### src/i2c_register_access_master_macros.svh
// ----------------------------------------------------------------------------
// I2C register access master - assertion macros
// Shared concurrent assertion forms, clocked on clk, disabled in reset.
// ----------------------------------------------------------------------------
`ifndef I2C_REGISTER_ACCESS_MASTER_MACROS_SVH
`define I2C_REGISTER_ACCESS_MASTER_MACROS_SVH

// same-cycle implication
`define I2CM_ASSERT_IMP(label, clk, rst, ante, cons) \
  label: assert property (@(posedge clk) disable iff (rst) (ante) |-> (cons)) \
    else $error("i2cm assertion failed");

// next-cycle implication
`define I2CM_ASSERT_NXT(label, clk, rst, ante, cons) \
  label: assert property (@(posedge clk) disable iff (rst) (ante) |=> (cons)) \
    else $error("i2cm assertion failed");

`endif

### src/i2cm_pkg.sv
// ----------------------------------------------------------------------------
// I2C register access master - package
// Types and constants used by the front queue and the sequencer.
// ----------------------------------------------------------------------------
`default_nettype none

package i2cm_pkg;

  localparam logic [6:0] DEV_ADDR_RESET = 7'h68;

  // line sequencer phases, one-hot
  typedef enum logic [19:0] {
    PH_IDLE = 20'h00001,
    PH_ST0  = 20'h00002,
    PH_ST1  = 20'h00004,
    PH_ST2  = 20'h00008,
    PH_ST3  = 20'h00010,
    PH_TXD  = 20'h00020,
    PH_TXH  = 20'h00040,
    PH_TXL  = 20'h00080,
    PH_AKD  = 20'h00100,
    PH_AKH  = 20'h00200,
    PH_AKL  = 20'h00400,
    PH_RXR  = 20'h00800,
    PH_RXH  = 20'h01000,
    PH_RXL  = 20'h02000,
    PH_MAD  = 20'h04000,
    PH_MAH  = 20'h08000,
    PH_MAL  = 20'h10000,
    PH_SPD  = 20'h20000,
    PH_SPH  = 20'h40000,
    PH_SPU  = 20'h80000
  } phase_t;

  // which byte is on the wire
  typedef enum logic [1:0] {
    KIND_DEVW = 2'd0,
    KIND_REG  = 2'd1,
    KIND_DATA = 2'd2,
    KIND_DEVR = 2'd3
  } kind_t;

  // classified tick item held in the front queue
  typedef struct packed {
    logic       go;
    logic       mode;
    logic [7:0] reg_addr;
    logic [7:0] span;       // byte count, zero-length read already made one
    logic [7:0] write_data;
    logic       sda_in;
  } tick_t;

  // result of one tick
  typedef struct packed {
    logic       scl_out;
    logic       sda_out;
    logic       busy_res;
    logic       data_taken;
    logic       read_valid;
    logic [7:0] read_byte;
    logic       last_byte;
    logic       nack_seen;
    logic       done_res;
  } result_t;

endpackage

`default_nettype wire

### src/i2cm_if.sv
// ----------------------------------------------------------------------------
// I2C register access master - channel interfaces
// Valid/ready channels for tick items, results and the address register.
// ----------------------------------------------------------------------------
`default_nettype none

interface i2cm_req_if;
  logic       valid;
  logic       ready;
  logic       go;
  logic       mode;
  logic [7:0] reg_addr;
  logic [7:0] byte_count;
  logic [7:0] write_data;
  logic       sda_in;

  modport source (output valid, go, mode, reg_addr, byte_count, write_data, sda_in,
                  input ready);
  modport sink   (input valid, go, mode, reg_addr, byte_count, write_data, sda_in,
                  output ready);
endinterface

interface i2cm_rsp_if;
  logic       valid;
  logic       ready;
  logic       scl_out;
  logic       sda_out;
  logic       busy_res;
  logic       data_taken;
  logic       read_valid;
  logic [7:0] read_byte;
  logic       last_byte;
  logic       nack_seen;
  logic       done_res;

  modport source (output valid, scl_out, sda_out, busy_res, data_taken, read_valid,
                  read_byte, last_byte, nack_seen, done_res,
                  input ready);
  modport sink   (input valid, scl_out, sda_out, busy_res, data_taken, read_valid,
                  read_byte, last_byte, nack_seen, done_res,
                  output ready);
endinterface

interface i2cm_cfg_if;
  logic       valid;
  logic       ready;
  logic [6:0] device_address;

  modport source (output valid, device_address, input ready);
  modport sink   (input valid, device_address, output ready);
endinterface

`default_nettype wire

### src/i2cm_front.sv
// ----------------------------------------------------------------------------
// I2C register access master - front queue
// Accepts tick items, normalizes the byte count, holds them in a 2-entry FIFO.
// ----------------------------------------------------------------------------
`default_nettype none

module i2cm_front (
  input  wire logic           clk,
  input  wire logic           rst,
  i2cm_req_if.sink            req,
  output i2cm_pkg::tick_t     head,
  output logic                head_valid,
  input  wire logic           pop
);

  i2cm_pkg::tick_t q_mem [2];
  logic            wr_ptr;
  logic            rd_ptr;
  logic [1:0]      count;
  logic            push;
  i2cm_pkg::tick_t item;

  assign req.ready  = (count != 2'd2);
  assign push       = req.valid && req.ready;
  assign head       = q_mem[rd_ptr];
  assign head_valid = (count != 2'd0);

  always_comb begin
    item.go         = req.go;
    item.mode       = req.mode;
    item.reg_addr   = req.reg_addr;
    // a zero-length read moves one byte
    item.span       = (req.mode && req.byte_count == 8'd0) ? 8'd1 : req.byte_count;
    item.write_data = req.write_data;
    item.sda_in     = req.sda_in;
  end

  always_ff @(posedge clk) begin
    if (rst) begin
      wr_ptr <= 1'b0;
      rd_ptr <= 1'b0;
      count  <= 2'd0;
    end else begin
      if (push) wr_ptr <= ~wr_ptr;
      if (pop)  rd_ptr <= ~rd_ptr;
      case ({push, pop})
        2'b10:   count <= count + 2'd1;
        2'b01:   count <= count - 2'd1;
        default: count <= count;
      endcase
    end
  end

  always_ff @(posedge clk) begin
    if (push) q_mem[wr_ptr] <= item;
  end

endmodule

`default_nettype wire

### src/i2cm_seq.sv
// ----------------------------------------------------------------------------
// I2C register access master - line sequencer
// One line step per queued tick; result held in an output register.
// ----------------------------------------------------------------------------
`default_nettype none

module i2cm_seq (
  input  wire logic            clk,
  input  wire logic            rst,
  input  wire i2cm_pkg::tick_t head,
  input  wire logic            head_valid,
  output logic                 pop,
  i2cm_cfg_if.sink             cfg,
  i2cm_rsp_if.source           rsp
);

  logic [6:0]       device_address;

  i2cm_pkg::phase_t phase, phase_next;
  i2cm_pkg::kind_t  kind, kind_next;
  logic [3:0]       bit_index, bit_index_next;
  logic [7:0]       bytes_left, bytes_left_next;
  logic [7:0]       shift_reg, shift_reg_next;
  logic             is_read, is_read_next;
  logic [7:0]       reg_latch, reg_latch_next;
  logic             nack_flag, nack_flag_next;
  logic             scl_level, scl_level_next;
  logic             sda_level, sda_level_next;

  i2cm_pkg::result_t res_next;
  i2cm_pkg::result_t res;
  logic              res_valid;

  assign cfg.ready = 1'b1;
  assign pop       = head_valid && (!res_valid || rsp.ready);

  always_comb begin
    phase_next      = phase;
    kind_next       = kind;
    bit_index_next  = bit_index;
    bytes_left_next = bytes_left;
    shift_reg_next  = shift_reg;
    is_read_next    = is_read;
    reg_latch_next  = reg_latch;
    nack_flag_next  = nack_flag;
    scl_level_next  = scl_level;
    sda_level_next  = sda_level;
    res_next        = '0;
    res_next.busy_res = 1'b1;

    if (phase == i2cm_pkg::PH_IDLE && head.go) begin
      is_read_next    = head.mode;
      reg_latch_next  = head.reg_addr;
      bytes_left_next = head.span;
      kind_next       = i2cm_pkg::KIND_DEVW;
      nack_flag_next  = 1'b0;
      bit_index_next  = 4'd0;
      phase_next      = i2cm_pkg::PH_ST0;
    end

    unique case (phase_next)
      i2cm_pkg::PH_ST0: begin
        sda_level_next = 1'b1;
        phase_next     = i2cm_pkg::PH_ST1;
      end
      i2cm_pkg::PH_ST1: begin
        scl_level_next = 1'b1;
        phase_next     = i2cm_pkg::PH_ST2;
      end
      i2cm_pkg::PH_ST2: begin
        sda_level_next = 1'b0;
        phase_next     = i2cm_pkg::PH_ST3;
      end
      i2cm_pkg::PH_ST3: begin
        scl_level_next = 1'b0;
        bit_index_next = 4'd0;
        phase_next     = i2cm_pkg::PH_TXD;
      end
      i2cm_pkg::PH_TXD: begin
        if (bit_index_next == 4'd0) begin
          unique case (kind_next)
            i2cm_pkg::KIND_DEVW: shift_reg_next = {device_address, 1'b0};
            i2cm_pkg::KIND_DEVR: shift_reg_next = {device_address, 1'b1};
            i2cm_pkg::KIND_REG:  shift_reg_next = reg_latch_next;
            default: begin
              shift_reg_next      = head.write_data;
              res_next.data_taken = 1'b1;
            end
          endcase
        end
        sda_level_next = shift_reg_next[7];
        phase_next     = i2cm_pkg::PH_TXH;
      end
      i2cm_pkg::PH_TXH: begin
        scl_level_next = 1'b1;
        phase_next     = i2cm_pkg::PH_TXL;
      end
      i2cm_pkg::PH_TXL: begin
        scl_level_next = 1'b0;
        shift_reg_next = {shift_reg_next[6:0], 1'b0};
        bit_index_next = bit_index_next + 4'd1;
        phase_next     = (bit_index_next >= 4'd8) ? i2cm_pkg::PH_AKD : i2cm_pkg::PH_TXD;
      end
      i2cm_pkg::PH_AKD: begin
        sda_level_next = 1'b1;
        phase_next     = i2cm_pkg::PH_AKH;
      end
      i2cm_pkg::PH_AKH: begin
        scl_level_next = 1'b1;
        if (head.sda_in) nack_flag_next = 1'b1;
        phase_next     = i2cm_pkg::PH_AKL;
      end
      i2cm_pkg::PH_AKL: begin
        scl_level_next = 1'b0;
        bit_index_next = 4'd0;
        unique case (kind_next)
          i2cm_pkg::KIND_DEVW: begin
            kind_next  = i2cm_pkg::KIND_REG;
            phase_next = i2cm_pkg::PH_TXD;
          end
          i2cm_pkg::KIND_REG: begin
            if (is_read_next) begin
              // repeated start, then address with read bit
              kind_next  = i2cm_pkg::KIND_DEVR;
              phase_next = i2cm_pkg::PH_ST0;
            end else if (bytes_left_next == 8'd0) begin
              phase_next = i2cm_pkg::PH_SPD;
            end else begin
              kind_next  = i2cm_pkg::KIND_DATA;
              phase_next = i2cm_pkg::PH_TXD;
            end
          end
          i2cm_pkg::KIND_DATA: begin
            if (bytes_left_next != 8'd0) bytes_left_next = bytes_left_next - 8'd1;
            phase_next = (bytes_left_next == 8'd0) ? i2cm_pkg::PH_SPD : i2cm_pkg::PH_TXD;
          end
          default: phase_next = i2cm_pkg::PH_RXR;
        endcase
      end
      i2cm_pkg::PH_RXR: begin
        sda_level_next = 1'b1;
        bit_index_next = 4'd0;
        shift_reg_next = 8'd0;
        phase_next     = i2cm_pkg::PH_RXH;
      end
      i2cm_pkg::PH_RXH: begin
        scl_level_next = 1'b1;
        shift_reg_next = {shift_reg_next[6:0], head.sda_in};
        phase_next     = i2cm_pkg::PH_RXL;
      end
      i2cm_pkg::PH_RXL: begin
        scl_level_next = 1'b0;
        bit_index_next = bit_index_next + 4'd1;
        if (bit_index_next >= 4'd8) begin
          res_next.read_valid = 1'b1;
          res_next.read_byte  = shift_reg_next;
          res_next.last_byte  = (bytes_left_next <= 8'd1);
          phase_next          = i2cm_pkg::PH_MAD;
        end else begin
          phase_next = i2cm_pkg::PH_RXH;
        end
      end
      i2cm_pkg::PH_MAD: begin
        // nack the final byte, ack the rest
        sda_level_next = (bytes_left_next <= 8'd1);
        phase_next     = i2cm_pkg::PH_MAH;
      end
      i2cm_pkg::PH_MAH: begin
        scl_level_next = 1'b1;
        phase_next     = i2cm_pkg::PH_MAL;
      end
      i2cm_pkg::PH_MAL: begin
        scl_level_next = 1'b0;
        if (bytes_left_next != 8'd0) bytes_left_next = bytes_left_next - 8'd1;
        phase_next = (bytes_left_next == 8'd0) ? i2cm_pkg::PH_SPD : i2cm_pkg::PH_RXR;
      end
      i2cm_pkg::PH_SPD: begin
        sda_level_next = 1'b0;
        phase_next     = i2cm_pkg::PH_SPH;
      end
      i2cm_pkg::PH_SPH: begin
        scl_level_next = 1'b1;
        phase_next     = i2cm_pkg::PH_SPU;
      end
      i2cm_pkg::PH_SPU: begin
        sda_level_next    = 1'b1;
        res_next.done_res = 1'b1;
        phase_next        = i2cm_pkg::PH_IDLE;
      end
      default: begin
        // idle with no request
        res_next.busy_res = 1'b0;
        phase_next        = i2cm_pkg::PH_IDLE;
      end
    endcase

    res_next.scl_out   = scl_level_next;
    res_next.sda_out   = sda_level_next;
    res_next.nack_seen = nack_flag_next;
  end

  always_ff @(posedge clk) begin
    if (rst) begin
      device_address <= i2cm_pkg::DEV_ADDR_RESET;
      phase          <= i2cm_pkg::PH_IDLE;
      kind           <= i2cm_pkg::KIND_DEVW;
      bit_index      <= 4'd0;
      bytes_left     <= 8'd0;
      shift_reg      <= 8'd0;
      is_read        <= 1'b0;
      reg_latch      <= 8'd0;
      nack_flag      <= 1'b0;
      scl_level      <= 1'b1;
      sda_level      <= 1'b1;
      res_valid      <= 1'b0;
    end else begin
      if (cfg.valid) device_address <= cfg.device_address;
      if (pop) begin
        phase      <= phase_next;
        kind       <= kind_next;
        bit_index  <= bit_index_next;
        bytes_left <= bytes_left_next;
        shift_reg  <= shift_reg_next;
        is_read    <= is_read_next;
        reg_latch  <= reg_latch_next;
        nack_flag  <= nack_flag_next;
        scl_level  <= scl_level_next;
        sda_level  <= sda_level_next;
        res_valid  <= 1'b1;
      end else if (rsp.ready) begin
        res_valid  <= 1'b0;
      end
    end
  end

  always_ff @(posedge clk) begin
    if (pop) res <= res_next;
  end

  assign rsp.valid      = res_valid;
  assign rsp.scl_out    = res.scl_out;
  assign rsp.sda_out    = res.sda_out;
  assign rsp.busy_res   = res.busy_res;
  assign rsp.data_taken = res.data_taken;
  assign rsp.read_valid = res.read_valid;
  assign rsp.read_byte  = res.read_byte;
  assign rsp.last_byte  = res.last_byte;
  assign rsp.nack_seen  = res.nack_seen;
  assign rsp.done_res   = res.done_res;

endmodule

`default_nettype wire

### src/i2c_register_access_master.sv
// ----------------------------------------------------------------------------
// I2C register access master - top level
// Path: an accepted tick item is queued in the FIFO, then stepped into the result register.
// Throughput: one tick item per clock while rsp drains the result register, set by the single sequencer step per item.
// Reset (rst, synchronous): queue and result register empty, lines released,
// device address back to 0x68.
// ----------------------------------------------------------------------------
`default_nettype none
`include "i2c_register_access_master_macros.svh"

// Structure
//   req -> i2cm_front : classifies each tick item (zero-length read becomes
//                       one byte) and parks it in a 2-entry FIFO.
//   FIFO -> i2cm_seq  : pops one item per clock whenever the result register
//                       is empty or being drained, runs one line step
//                       (a start, bit, ack, receive or stop step) and registers
//                       the result item toward rsp.
// The FIFO decouples the two sides: requests keep flowing while a result
// waits on rsp, and the sequencer keeps working while req idles with items
// still queued. cfg writes the device address at any handshake; it is used
// each time an address byte starts on the wire.

module i2c_register_access_master (
  input  wire logic  clk,
  input  wire logic  rst,
  i2cm_cfg_if.sink   cfg,
  i2cm_req_if.sink   req,
  i2cm_rsp_if.source rsp
);

  i2cm_pkg::tick_t head;
  logic            head_valid;
  logic            pop;

  // front: accept and queue tick items
  i2cm_front u_front (
    .clk        (clk),
    .rst        (rst),
    .req        (req),
    .head       (head),
    .head_valid (head_valid),
    .pop        (pop)
  );

  // back: line sequencer and result register
  i2cm_seq u_seq (
    .clk        (clk),
    .rst        (rst),
    .head       (head),
    .head_valid (head_valid),
    .pop        (pop),
    .cfg        (cfg),
    .rsp        (rsp)
  );

  // the sequencer only steps on a queued item
  `I2CM_ASSERT_IMP(a_pop_has_item, clk, rst, pop, head_valid)
  // an accepted item is in the queue on the next cycle
  `I2CM_ASSERT_NXT(a_accept_queues, clk, rst, req.valid && req.ready, head_valid)
  // every sequencer step leaves a result pending
  `I2CM_ASSERT_NXT(a_step_gives_result, clk, rst, pop, rsp.valid)

endmodule

`default_nettype wire
### src/flat_wrapper.sv
// flat-port wrapper written by rule: the top's interface ports become plain ports
module i2c_register_access_master_flat 
  (clk, rst, cfg_valid, cfg_device_address, cfg_ready, req_valid, req_go, req_mode, req_reg_addr, req_byte_count, req_write_data, req_sda_in, req_ready, rsp_valid, rsp_scl_out, rsp_sda_out, rsp_busy_res, rsp_data_taken, rsp_read_valid, rsp_read_byte, rsp_last_byte, rsp_nack_seen, rsp_done_res, rsp_ready);
  i2cm_cfg_if cfg_i ();
  i2cm_req_if req_i ();
  i2cm_rsp_if rsp_i ();
  input  wire logic clk;
  input  wire logic rst;
  input wire logic [$bits(cfg_i.valid)-1:0] cfg_valid;
  input wire logic [$bits(cfg_i.device_address)-1:0] cfg_device_address;
  output wire logic [$bits(cfg_i.ready)-1:0] cfg_ready;
  input wire logic [$bits(req_i.valid)-1:0] req_valid;
  input wire logic [$bits(req_i.go)-1:0] req_go;
  input wire logic [$bits(req_i.mode)-1:0] req_mode;
  input wire logic [$bits(req_i.reg_addr)-1:0] req_reg_addr;
  input wire logic [$bits(req_i.byte_count)-1:0] req_byte_count;
  input wire logic [$bits(req_i.write_data)-1:0] req_write_data;
  input wire logic [$bits(req_i.sda_in)-1:0] req_sda_in;
  output wire logic [$bits(req_i.ready)-1:0] req_ready;
  output wire logic [$bits(rsp_i.valid)-1:0] rsp_valid;
  output wire logic [$bits(rsp_i.scl_out)-1:0] rsp_scl_out;
  output wire logic [$bits(rsp_i.sda_out)-1:0] rsp_sda_out;
  output wire logic [$bits(rsp_i.busy_res)-1:0] rsp_busy_res;
  output wire logic [$bits(rsp_i.data_taken)-1:0] rsp_data_taken;
  output wire logic [$bits(rsp_i.read_valid)-1:0] rsp_read_valid;
  output wire logic [$bits(rsp_i.read_byte)-1:0] rsp_read_byte;
  output wire logic [$bits(rsp_i.last_byte)-1:0] rsp_last_byte;
  output wire logic [$bits(rsp_i.nack_seen)-1:0] rsp_nack_seen;
  output wire logic [$bits(rsp_i.done_res)-1:0] rsp_done_res;
  input wire logic [$bits(rsp_i.ready)-1:0] rsp_ready;
  assign cfg_i.valid = cfg_valid;
  assign cfg_i.device_address = cfg_device_address;
  assign cfg_ready = cfg_i.ready;
  assign req_i.valid = req_valid;
  assign req_i.go = req_go;
  assign req_i.mode = req_mode;
  assign req_i.reg_addr = req_reg_addr;
  assign req_i.byte_count = req_byte_count;
  assign req_i.write_data = req_write_data;
  assign req_i.sda_in = req_sda_in;
  assign req_ready = req_i.ready;
  assign rsp_valid = rsp_i.valid;
  assign rsp_scl_out = rsp_i.scl_out;
  assign rsp_sda_out = rsp_i.sda_out;
  assign rsp_busy_res = rsp_i.busy_res;
  assign rsp_data_taken = rsp_i.data_taken;
  assign rsp_read_valid = rsp_i.read_valid;
  assign rsp_read_byte = rsp_i.read_byte;
  assign rsp_last_byte = rsp_i.last_byte;
  assign rsp_nack_seen = rsp_i.nack_seen;
  assign rsp_done_res = rsp_i.done_res;
  assign rsp_i.ready = rsp_ready;
  i2c_register_access_master u_core (.clk(clk), .rst(rst), .cfg(cfg_i), .req(req_i), .rsp(rsp_i));
endmodule
### config.mk
export PLATFORM = sky130hd
export DESIGN_NAME = i2c_register_access_master_flat
export DESIGN_NICKNAME = d
export VERILOG_FILES = /design/src/i2cm_pkg.sv /design/src/i2cm_if.sv /design/src/i2cm_front.sv /design/src/i2cm_seq.sv /design/src/i2c_register_access_master.sv /design/src/flat_wrapper.sv
export VERILOG_INCLUDE_DIRS = /design/src /design/src/src
export SDC_FILE = /design/constraint.sdc
export NUM_CORES = 1
export LEC_CHECK = 0
export BUFFER_PORTS_ARGS = -buffer_cell sky130_fd_sc_hd__buf_2
export CAP_MARGIN = 25
export CELL_PAD_IN_SITES_DETAIL_PLACEMENT = 0
export CELL_PAD_IN_SITES_GLOBAL_PLACEMENT = 1
export CORE_UTILIZATION = 25
export DETAILED_ROUTE_END_ITERATION = 16
export GPL_TIMING_DRIVEN = 0
export PLACE_DENSITY = 0.47
export SLEW_MARGIN = 20
export SYNTH_ARGS = -nofsm -noshare
export SYNTH_HDL_FRONTEND = slang
export SYNTH_SLANG_ARGS = --single-unit
### constraint.sdc
create_clock -name clk -period 3.3 [get_ports clk]
set_input_delay 0.33 -clock clk [delete_from_list [all_inputs] [get_ports clk]]
set_output_delay 0.33 -clock clk [all_outputs]
set_load 0.01 [all_outputs]
Word-level counts from Yosys, hierarchy flattened
Memories as Yosys holds them, arrays and structs flattened. A register that Yosys moved wholly into a read port is not among the register bits. Index checks and enable logic that the tools add are counted.

Register bits: 82. RAM bits: 54. Input port bits: 39. Output and inout port bits: 19. Memories kept: 1.

Add/sub/neg operators: 4. Magnitude comparators: 2. Equal/unequal tests: 27. Multiplexer cells: 45. Bitwise gates (word level): 2. Reduce and logical (&&, ||, !) cells: 29.

Memories: u_core.u_front.q_mem (words 2, bits a word 27, rd ports 1, clocked after memory_dff 1, wr ports 1, RTL line i2cm_front.sv:16) `i2cm_pkg::tick_t q_mem [2];`.

Operators with widths (count): one-hot mux 20 bit (18 select lines) (1); two-way mux 18 bit (4); two-way mux 8 bit (9); one-hot mux 18 bit (3 select lines) (1); zero test 8 bit (4); one-hot mux 8 bit (4 select lines) (1); one-hot mux 8 bit (3 select lines) (1); == test 20 x 1 -> 1 bit (second input constant) (1); == test 20 x 10 -> 1 bit (second input constant) (1); == test 20 x 11 -> 1 bit (second input constant) (1); == test 20 x 12 -> 1 bit (second input constant) (1); == test 20 x 13 -> 1 bit (second input constant) (1); == test 20 x 14 -> 1 bit (second input constant) (1); == test 20 x 15 -> 1 bit (second input constant) (1); == test 20 x 16 -> 1 bit (second input constant) (1); == test 20 x 17 -> 1 bit (second input constant) (1); == test 20 x 18 -> 1 bit (second input constant) (1); == test 20 x 19 -> 1 bit (second input constant) (1); == test 20 x 2 -> 1 bit (second input constant) (1); == test 20 bit (second input constant) (1); == test 20 x 3 -> 1 bit (second input constant) (1); == test 20 x 4 -> 1 bit (second input constant) (1); == test 20 x 5 -> 1 bit (second input constant) (1); == test 20 x 6 -> 1 bit (second input constant) (1); 41 further kinds (71).

Logic depth before layout (Yosys ltp)
Gate-level depths: netlist of run 1.

Depth after elaboration: 11. Mapped depth: 16. Mapped depth without buffers: 12.

Hierarchy
A second synthesis of run 1 with hierarchy kept.

Cell total of the unflattened synthesis: 712. Area, all modules: 7074.3 µm².

Modules (own cells, without submodules): i2cm_seq (instances 1, cells each 595, area an instance 4869.7 µm², sequential area each 1721.7 µm²); i2cm_front (instances 1, cells each 117, area an instance 2204.6 µm², sequential area each 1721.7 µm²).

Worst setup path before layout of run 1
OpenSTA, ideal clock, no wires.

Path type: reg-to-reg. From: reg u_core.u_seq.phase[15]. To: reg u_core.u_seq.phase[5]. Library setup time: 140 ps. Arrival time: 3163 ps. Required time: 3160 ps. Slack: -2 ps. Cell stages (with the launch flop): 16. Path buffers: 3. Cell sequence: dfxtp_1 > buf_4 > nor4_4 > and2_1 > and3_1 > clkbuf_1 > buf_2 > nand2_1 > o21ai_0 > ha_1 > inv_1 > a21o_1 > or3_1 > o211a_2 > o31ai_1 > a221oi_1.

Cells in the longest elaborated chain, start to end: 11. Elaborated cells on any way between the ends: 43.

RTL lines: start, declared (RTL line i2cm_seq.sv:19) `i2cm_pkg::phase_t phase, phase_next;`; start signal, assigned (RTL line i2cm_seq.sv:205) `phase <= i2cm_pkg::PH_IDLE;`; start signal, assigned (RTL line i2cm_seq.sv:219) `phase <= phase_next;`; == test 20 x 1 -> 1 bit (RTL line i2cm_seq.sv:51) `if (phase == i2cm_pkg::PH_IDLE && head.go) begin`; logical AND 1 bit (RTL line i2cm_seq.sv:51); two-way mux 8 bit (RTL line i2cm_seq.sv:51); subtractor 8 x 1 -> 8 bit or nonzero test 8 bit (tied branches) (RTL line i2cm_seq.sv:134) `if (bytes_left_next != 8'd0) bytes_left_next = bytes_left_next - 8'd1;`; two-way mux 8 bit (RTL line i2cm_seq.sv:134); two-way mux 8 bit (RTL line i2cm_seq.sv:116) `unique case (kind_next)`; two-way mux 8 bit (RTL line i2cm_seq.sv:61) `unique case (phase_next)`; zero test 8 bit (RTL line i2cm_seq.sv:135) `phase_next = (bytes_left_next == 8'd0) ? i2cm_pkg::PH_SPD : i2cm_pkg::PH_TXD;`; two-way mux 18 bit (RTL line i2cm_seq.sv:135); one-hot mux 18 bit (3 select lines) (RTL line i2cm_seq.sv:116); one-hot mux 20 bit (18 select lines) (*) (RTL line i2cm_seq.sv:61).

Mark *: on every way between the ends. The rest lies on a longest branch, timed or not. The select of a mux whose other input is x is not followed. A chain may end at the register's enable or synchronous reset.

Worst setup path in the final report of run 1
From: reg u_core.u_seq.phase[15]. To: reg u_core.u_seq.phase[11].

Cells in the longest elaborated chain, start to end: 9. Elaborated cells on any way between the ends: 36.

RTL lines: == test 20 x 1 -> 1 bit (RTL line i2cm_seq.sv:51); logical AND 1 bit (RTL line i2cm_seq.sv:51); two-way mux 8 bit (RTL line i2cm_seq.sv:51); subtractor 8 x 1 -> 8 bit or nonzero test 8 bit (tied branches) (RTL line i2cm_seq.sv:174) `if (bytes_left_next != 8'd0) bytes_left_next = bytes_left_next - 8'd1;`; two-way mux 8 bit (RTL line i2cm_seq.sv:174); two-way mux 8 bit (RTL line i2cm_seq.sv:61); zero test 8 bit (RTL line i2cm_seq.sv:175) `phase_next = (bytes_left_next == 8'd0) ? i2cm_pkg::PH_SPD : i2cm_pkg::PH_RXR;`; two-way mux 18 bit (RTL line i2cm_seq.sv:175); one-hot mux 20 bit (18 select lines) (*) (RTL line i2cm_seq.sv:61).

Marks and branches as above.

==> impl_metrics.toml, run 1 <==
[die]
coreArea_um2 = 27100
die_x_um = 169
start_util_pct = 25.7
io_pins = 58
die-area_um2 = 28500
die_h_um = 169
fp-row-count = 60

[grt]
grt_pass1_vias = 5683
grt-ovfl-total = 0
grt_pass1_wl_um = 34100
grt_max_degree = 28
antenna_found_initial = 0
grt_use_total_pct = 16.1

[synthesis]
yosysWarningCount = 0
synthFlopType = "edfxtp_1"
netlist_instances = 724
ys_seq_area_share_pct = 49.5
syn_area_per_cell_um2 = 9.61
ys_types = 75
synthArstFlopShare_pct = 0
synth_edf_count = 70
synth-seq-cells = 137
synth_nets = 768
syn-cell-area_um2 = 6950

[placed_design]
globalplace.congestion = 0.845
preCtsSetupSlack_ps = -1020
io_buffer_count = 54
dp_hpwl_um = 16500

[run_status]
status = "complete, no violations"

[sta]
setup_viol = 0
finalHoldViolCount = 0
worst_slew_pin_slew_ps = 937
max_slew_margin_pct = 37.0
drv_slew = 0
period_needed_ps = 3180
period_share_pct = 96.5
holdWs_ps = 84.3
max_freq_mhz = 314
setup_slack_ps = 117
finalClockSkew_ps = 18.5

[layout]
final_cell_mix = "nor2_1 (92), edfxtp_1 (70), nand2_1 (64)"
postLayoutCoreUtil_pct = 32.2
largest_register_ffs = 54
layout.cells.most_common = "nor2_1"
area_growth_pct = 25.5
nets = 852
diodes = 0
largestRegisters = "u_core.u_front.q_mem x54, u_core.u_seq.phase x20"
top_register = "u_core.u_front.q_mem"
drive_above_1_share_pct = 23.0

[min_path]
hold_class = "input pin to flip-flop"

[routing]
routed_wl_um = 22300
remaining_drc_errors = 0
drt_iter0_markers = 276
viasPerCell = 4.85
dr.max_layer_used = "met4"
vias = 5781
ant_nets = 0
dr_wl_met3_um = 936
drt-met1-wl_um = 10900
dr.pass1.iters = 4
wl_met2_um = 10100
wl_per_cell_um = 18.7

[job]
cap_violations = 0

[cts]
clkLatencyLatePin_ps = 430
cts_root_buf = "clkbuf_16"
cts_tree = "built"
ctsLongestPathBuffers = 2
clkSinkCount = 137
clk_pin_slew_ps = 70
h-tree-depth = 4
cts-buffers-inserted = 17

[pwr]
ir_drop_mv = 0.511
power_leakage_nw = 3.08
p_per_area_nw_per_um2 = 963

[worst_setup_path]
worstPathRequired_ps = 3570
critPathBufInv = 4
slowest_delay_ps = 300
path_delay_family = "compound AO/OA/AOI/OAI gates"
crit_fanout = 8
crit_slowest_cell = "dfxtp_1"
crit_type = "flip-flop to flip-flop"
cp.arrival_ps = 3450
crit_path_start_kind = "flip-flop"
worstSetupEndpointType = "flip-flop"
path_cells = "buf_4 > nor4_4 > buf_6 > and4_1 > buf_6 > nand2_4 > o21a_1 > ha_2 > buf_4 > a211oi_2 > a211oi_2 > a211oi_2 > o221ai_4 > o31ai_1 > a211oi_1"
cpMostUsedCell = "a211oi_2"
[cells by family (layout without fill, tap and decap cells)]
| family | count (synthesis) | in the layout | share of synthesized area, % |
|---|---|---|---|
| adders and majority gates | 5 | 5 | 0.900 |
| DFF | 137 | 137 | 49.5 |
| xor gates and xnor gates | 11 | 11 | 1.39 |
| other | 1 | 1 | 0.0539 |
| muxes | 43 | 43 | 6.30 |
| buffers and inverters | 71 | 168 | 4.46 |
| and+or+nand+nor | 291 | 291 | 21.6 |
| AOI/OAI and AO/OA | 165 | 165 | 15.8 |
[synth_stat cells, types with 11 or more instances]
library cell | count | area, um2
mux2i_1 | 37 | 370
inv_1 | 18 | 67.6
a21oi_1 | 47 | 235
o22ai_1 | 14 | 87.6
a211oi_1 | 33 | 248
nor2_1 | 97 | 364
edfxtp_1 | 70 | 2100
nor3_1 | 24 | 120
nand2_1 | 65 | 244
nor4_1 | 12 | 75.1
clkbuf_1 | 29 | 109
and2_1 | 11 | 68.8
o21ai_0 | 17 | 85.1
dfxtp_1 | 67 | 1340
[per-layer routing]
| layer | up-vias | global-route usage, % |
|---|---|---|
| li1 | 2837 | - |
| met1 | 2784 | 22.0 |
| met2 | 136 | 25.3 |
| met3 | 24 | 3.65 |
| met4 | 0 | 4.70 |
| met5 | - | 0 |
[repair_timing]
item,4_1_cts,5_1_grt
buffers inserted,4,9
setup endpoints to repair,24,16
gates resized for setup,42,37
hold buffers,0,0
pin swaps,7,12
[path summary, 6_finish.rpt]
check	start	endpoint	slack, ps	cells after the start
max	u_core.u_seq.phase[15]$_SDFFE_PP0P_	u_core.u_seq.phase[11]$_SDFFE_PP0P_	120	15
min	req_write_data[4]	u_core.u_front.q_mem[1][5]$_DFFE_PP_	80	1
max reg2reg	u_core.u_seq.phase[15]$_SDFFE_PP0P_	u_core.u_seq.phase[11]$_SDFFE_PP0P_	120	15
min reg2reg	u_core.u_seq.nack_flag$_SDFFE_PP0P_	u_core.u_seq.nack_flag$_SDFFE_PP0P_	460	2
[power breakdown]
group	total [mW]	switching, mW	internal [mW]
sequential	2.35	0.202	2.15
clock	1.95	0.929	1.03
combinational	4.10	2.57	1.53
total	8.41	3.70	4.71
[layout make-up]
| class | instances | area, um2 |
|---|---|---|
| fill | 2809 | 18400 |
| inverter | 18 | 67.6 |
| tap | 372 | 465 |
| timing repair buffer | 69 | 399 |
| buffer | 49 | 307 |
| clock inverter | 15 | 176 |
| multi-input combinational | 516 | 3440 |
| sequential | 137 | 3450 |
| clock buffer | 17 | 425 |
[through the flow]
stage	setup TNS, ps	cells	area [um2]	power, mW
4_1_cts	0	1185	8520	8.09
3_5_place_dp	-11100	1152	7730	5.81
6_report	0	1193	8730	8.41
2_1_floorplan	0	724	6960	4.63
3_3_place_gp	-11840	1150	7690	5.77
5_1_grt	-29.5	1193	8730	8.90
(Power assumes the default switching activity.)
==> run 2: changes to the inputs <==
--- a/config.mk
+++ b/config.mk
@@ -14,6 +14,7 @@
 export DETAILED_ROUTE_END_ITERATION = 16
 export GPL_TIMING_DRIVEN = 0
 export PLACE_DENSITY = 0.47
+export RECOVER_POWER = 100
 export SLEW_MARGIN = 20
 export SYNTH_ARGS = -nofsm -noshare
 export SYNTH_HDL_FRONTEND = slang
==> run 2 against run 1 <==
The flow now finishes with violations (max-capacitance violations). Combinational power fell by 1%. Sequential power barely moved. Core utilization shrank 0.24 points. Hold slack worse by 0.80 ps. Fmax up 0.14%. Total power down 0.49%. Critical path depth stayed put.
==> impl_metrics.toml, run 2 (synthesis results as in run 1) <==
[placed_design]
preCtsSetupSlack_ps = -1020
io_buffer_count = 54
globalplace.congestion = 0.845
dp_hpwl_um = 16500

[worst_setup_path]
path_cells = "buf_4 > nor4_4 > buf_6 > and4_1 > buf_6 > nand2_4 > o21a_1 > ha_2 > buf_4 > a211oi_2 > a211oi_2 > a211oi_2 > o221ai_4 > o31ai_1 > a211oi_1"
slowest_delay_ps = 300
r2r_end = "u_core.u_seq.phase[11]$_SDFFE_PP0P_"
ff2ff_setup_slack_ps = 120
crit_path_start_kind = "flip-flop"
r2r-start = "u_core.u_seq.phase[15]$_SDFFE_PP0P_"
worstSetupEndpointType = "flip-flop"
crit_fanout = 8
rr_worst_depth = 15
cp.arrival_ps = 3450
cp-startpoint = "u_core.u_seq.phase[15]$_SDFFE_PP0P_"
crit_type = "flip-flop to flip-flop"
cpMostUsedCell = "a211oi_2"
crit_slowest_cell = "dfxtp_1"
worstPathRequired_ps = 3570

[layout]
num-fill-cells = 2826
area_growth_pct = 24.6
postLayoutCoreUtil_pct = 32.0
nets = 852
drive_above_1_share_pct = 18.6
top_register = "u_core.u_front.q_mem"
layout.cells.most_common = "nor2_1"
largest_register_ffs = 54
final_cell_mix = "nor2_1 (93), edfxtp_1 (70), nand2_1 (64)"
largestRegisters = "u_core.u_front.q_mem x54, u_core.u_seq.phase x20"
diodes = 0

[grt]
grt_use_total_pct = 16.1
antenna_found_initial = 0
grt_max_degree = 28
grt_pass1_wl_um = 34100
grt_pass1_vias = 5683
grt-ovfl-total = 0

[cts]
cts-buffers-inserted = 17
cts_tree = "built"
hold_buffers = 0
cts_root_buf = "clkbuf_16"
clkLatencyLatePin_ps = 430
h-tree-depth = 4
ctsLongestPathBuffers = 2
clk_pin_slew_ps = 70
clkSinkCount = 137

[routing]
remaining_drc_errors = 0
dr.pass1.iters = 5
drt_iter0_markers = 309
ant_nets = 0
routed_wl_um = 22400
vias = 5775
viasPerCell = 4.84
wl_per_cell_um = 18.7

[min_path]
holdPathStages = 1
hold_end = "u_core.u_front.q_mem[1][5]$_DFFE_PP_"
hold_path_startpoint = "req_write_data[4]"
hold_class = "input pin to flip-flop"

[sta]
period_share_pct = 96.3
max_freq_mhz = 315
period_needed_ps = 3180
max_slew_margin_pct = 0.00150
finalClockSkew_ps = 19.0
setup_slack_ps = 121
drv_slew = 0
setup_viol = 0
finalHoldViolCount = 0
worst_slew_pin_slew_ps = 1500

[job]
cap_violations = 1

[die]
die_h_um = 169
die_x_um = 169
coreArea_um2 = 27100
die-area_um2 = 28500
fp-row-count = 60
start_util_pct = 25.7
io_pins = 58

[run_status]
status = "finished, violations left"
violations = "max-capacitance violations"

[pwr]
power_leakage_nw = 2.98
finalPower_mw = 8.36
ir_drop_mv = 0.509
p_per_area_nw_per_um2 = 965
[run 2: cell types whose count changed in the layout (fill, tap and decap cells not counted), sizes merged]
cell    previous run  this run
clkbuf            45        80
buf               90        55
[run 2: metrics by stage]
step | area [um2] | hold slack [ps] | setup TNS, ps | instances
5_1_grt | 8660 | 70.6 | -30.8 | 1193
2_1_floorplan | 6960 | 429 | 0 | 724
3_3_place_gp | 7690 | 450 | -11840 | 1150
3_5_place_dp | 7730 | 453 | -11100 | 1152
4_1_cts | 8520 | 72.8 | 0 | 1185
6_report | 8660 | 83.5 | 0 | 1193
[run 2: cell type report]
cell class	count	area, um2	area share [%]
repair buffers	69	342	3.94
flip-flops and latches	137	3450	39.9
inverters	18	67.6	0.780
plain buffers	49	307	3.54
clock buffers	17	425	4.91
clock inverters	15	176	2.04
well taps	372	465	5.37
multi-input cells	516	3430	39.6
[run 2: what timing repair did]
item,4_1_cts,5_1_grt
gates resized for setup,42,37
setup buffers,4,9
pin swaps,7,12
endpoints found under the setup margin,24,16
[run 2: layer usage]
metal | share of wire, % | GRT usage (%) | vias to the layer above | wire length [um]
li1 | - | - | 2838 | -
met5 | 0 | 0 | - | 0
met3 | 4.2 | 3.65 | 22 | 942
met2 | 45 | 25.3 | 127 | 10100
met4 | 1.7 | 4.70 | 0 | 371
met1 | 49 | 22.0 | 2788 | 11000
[run 2: worst max path at each step]
stage	to	slack (ps)	cells past startpoint
6_report	u_core.u_seq.phase[11]$_SDFFE_PP0P_	120	15
5_1_grt	u_core.u_seq.bytes_left[6]$_SDFFE_PP0P_	-20	10
4_1_cts	u_core.u_seq.shift_reg[0]$_SDFFE_PP0P_	3	15
3_5_place_dp	u_core.u_seq.shift_reg[0]$_SDFFE_PP0P_	-1020	14
3_3_place_gp	u_core.u_seq.shift_reg[0]$_SDFFE_PP0P_	-980	15
2_1_floorplan	u_core.u_seq.phase[5]$_SDFFE_PP0P_	70	15
[run 2: worst max-delay path: cells and delay by family, from the launching register on]
family | cells | cell delay (ps)
flip-flops | 1 | 300
buffers and inverters | 4 | 620
AND/OR/NAND/NOR | 3 | 570
AO/OA/AOI/OAI | 7 | 1310
adder cells (fa/ha/maj) | 1 | 200
[run 2: power breakdown]
part	switching (mW)	total [mW]	internal, mW
Clock	0.927	1.95	1.03
Combinational	2.56	4.05	1.49
Sequential	0.202	2.36	2.16
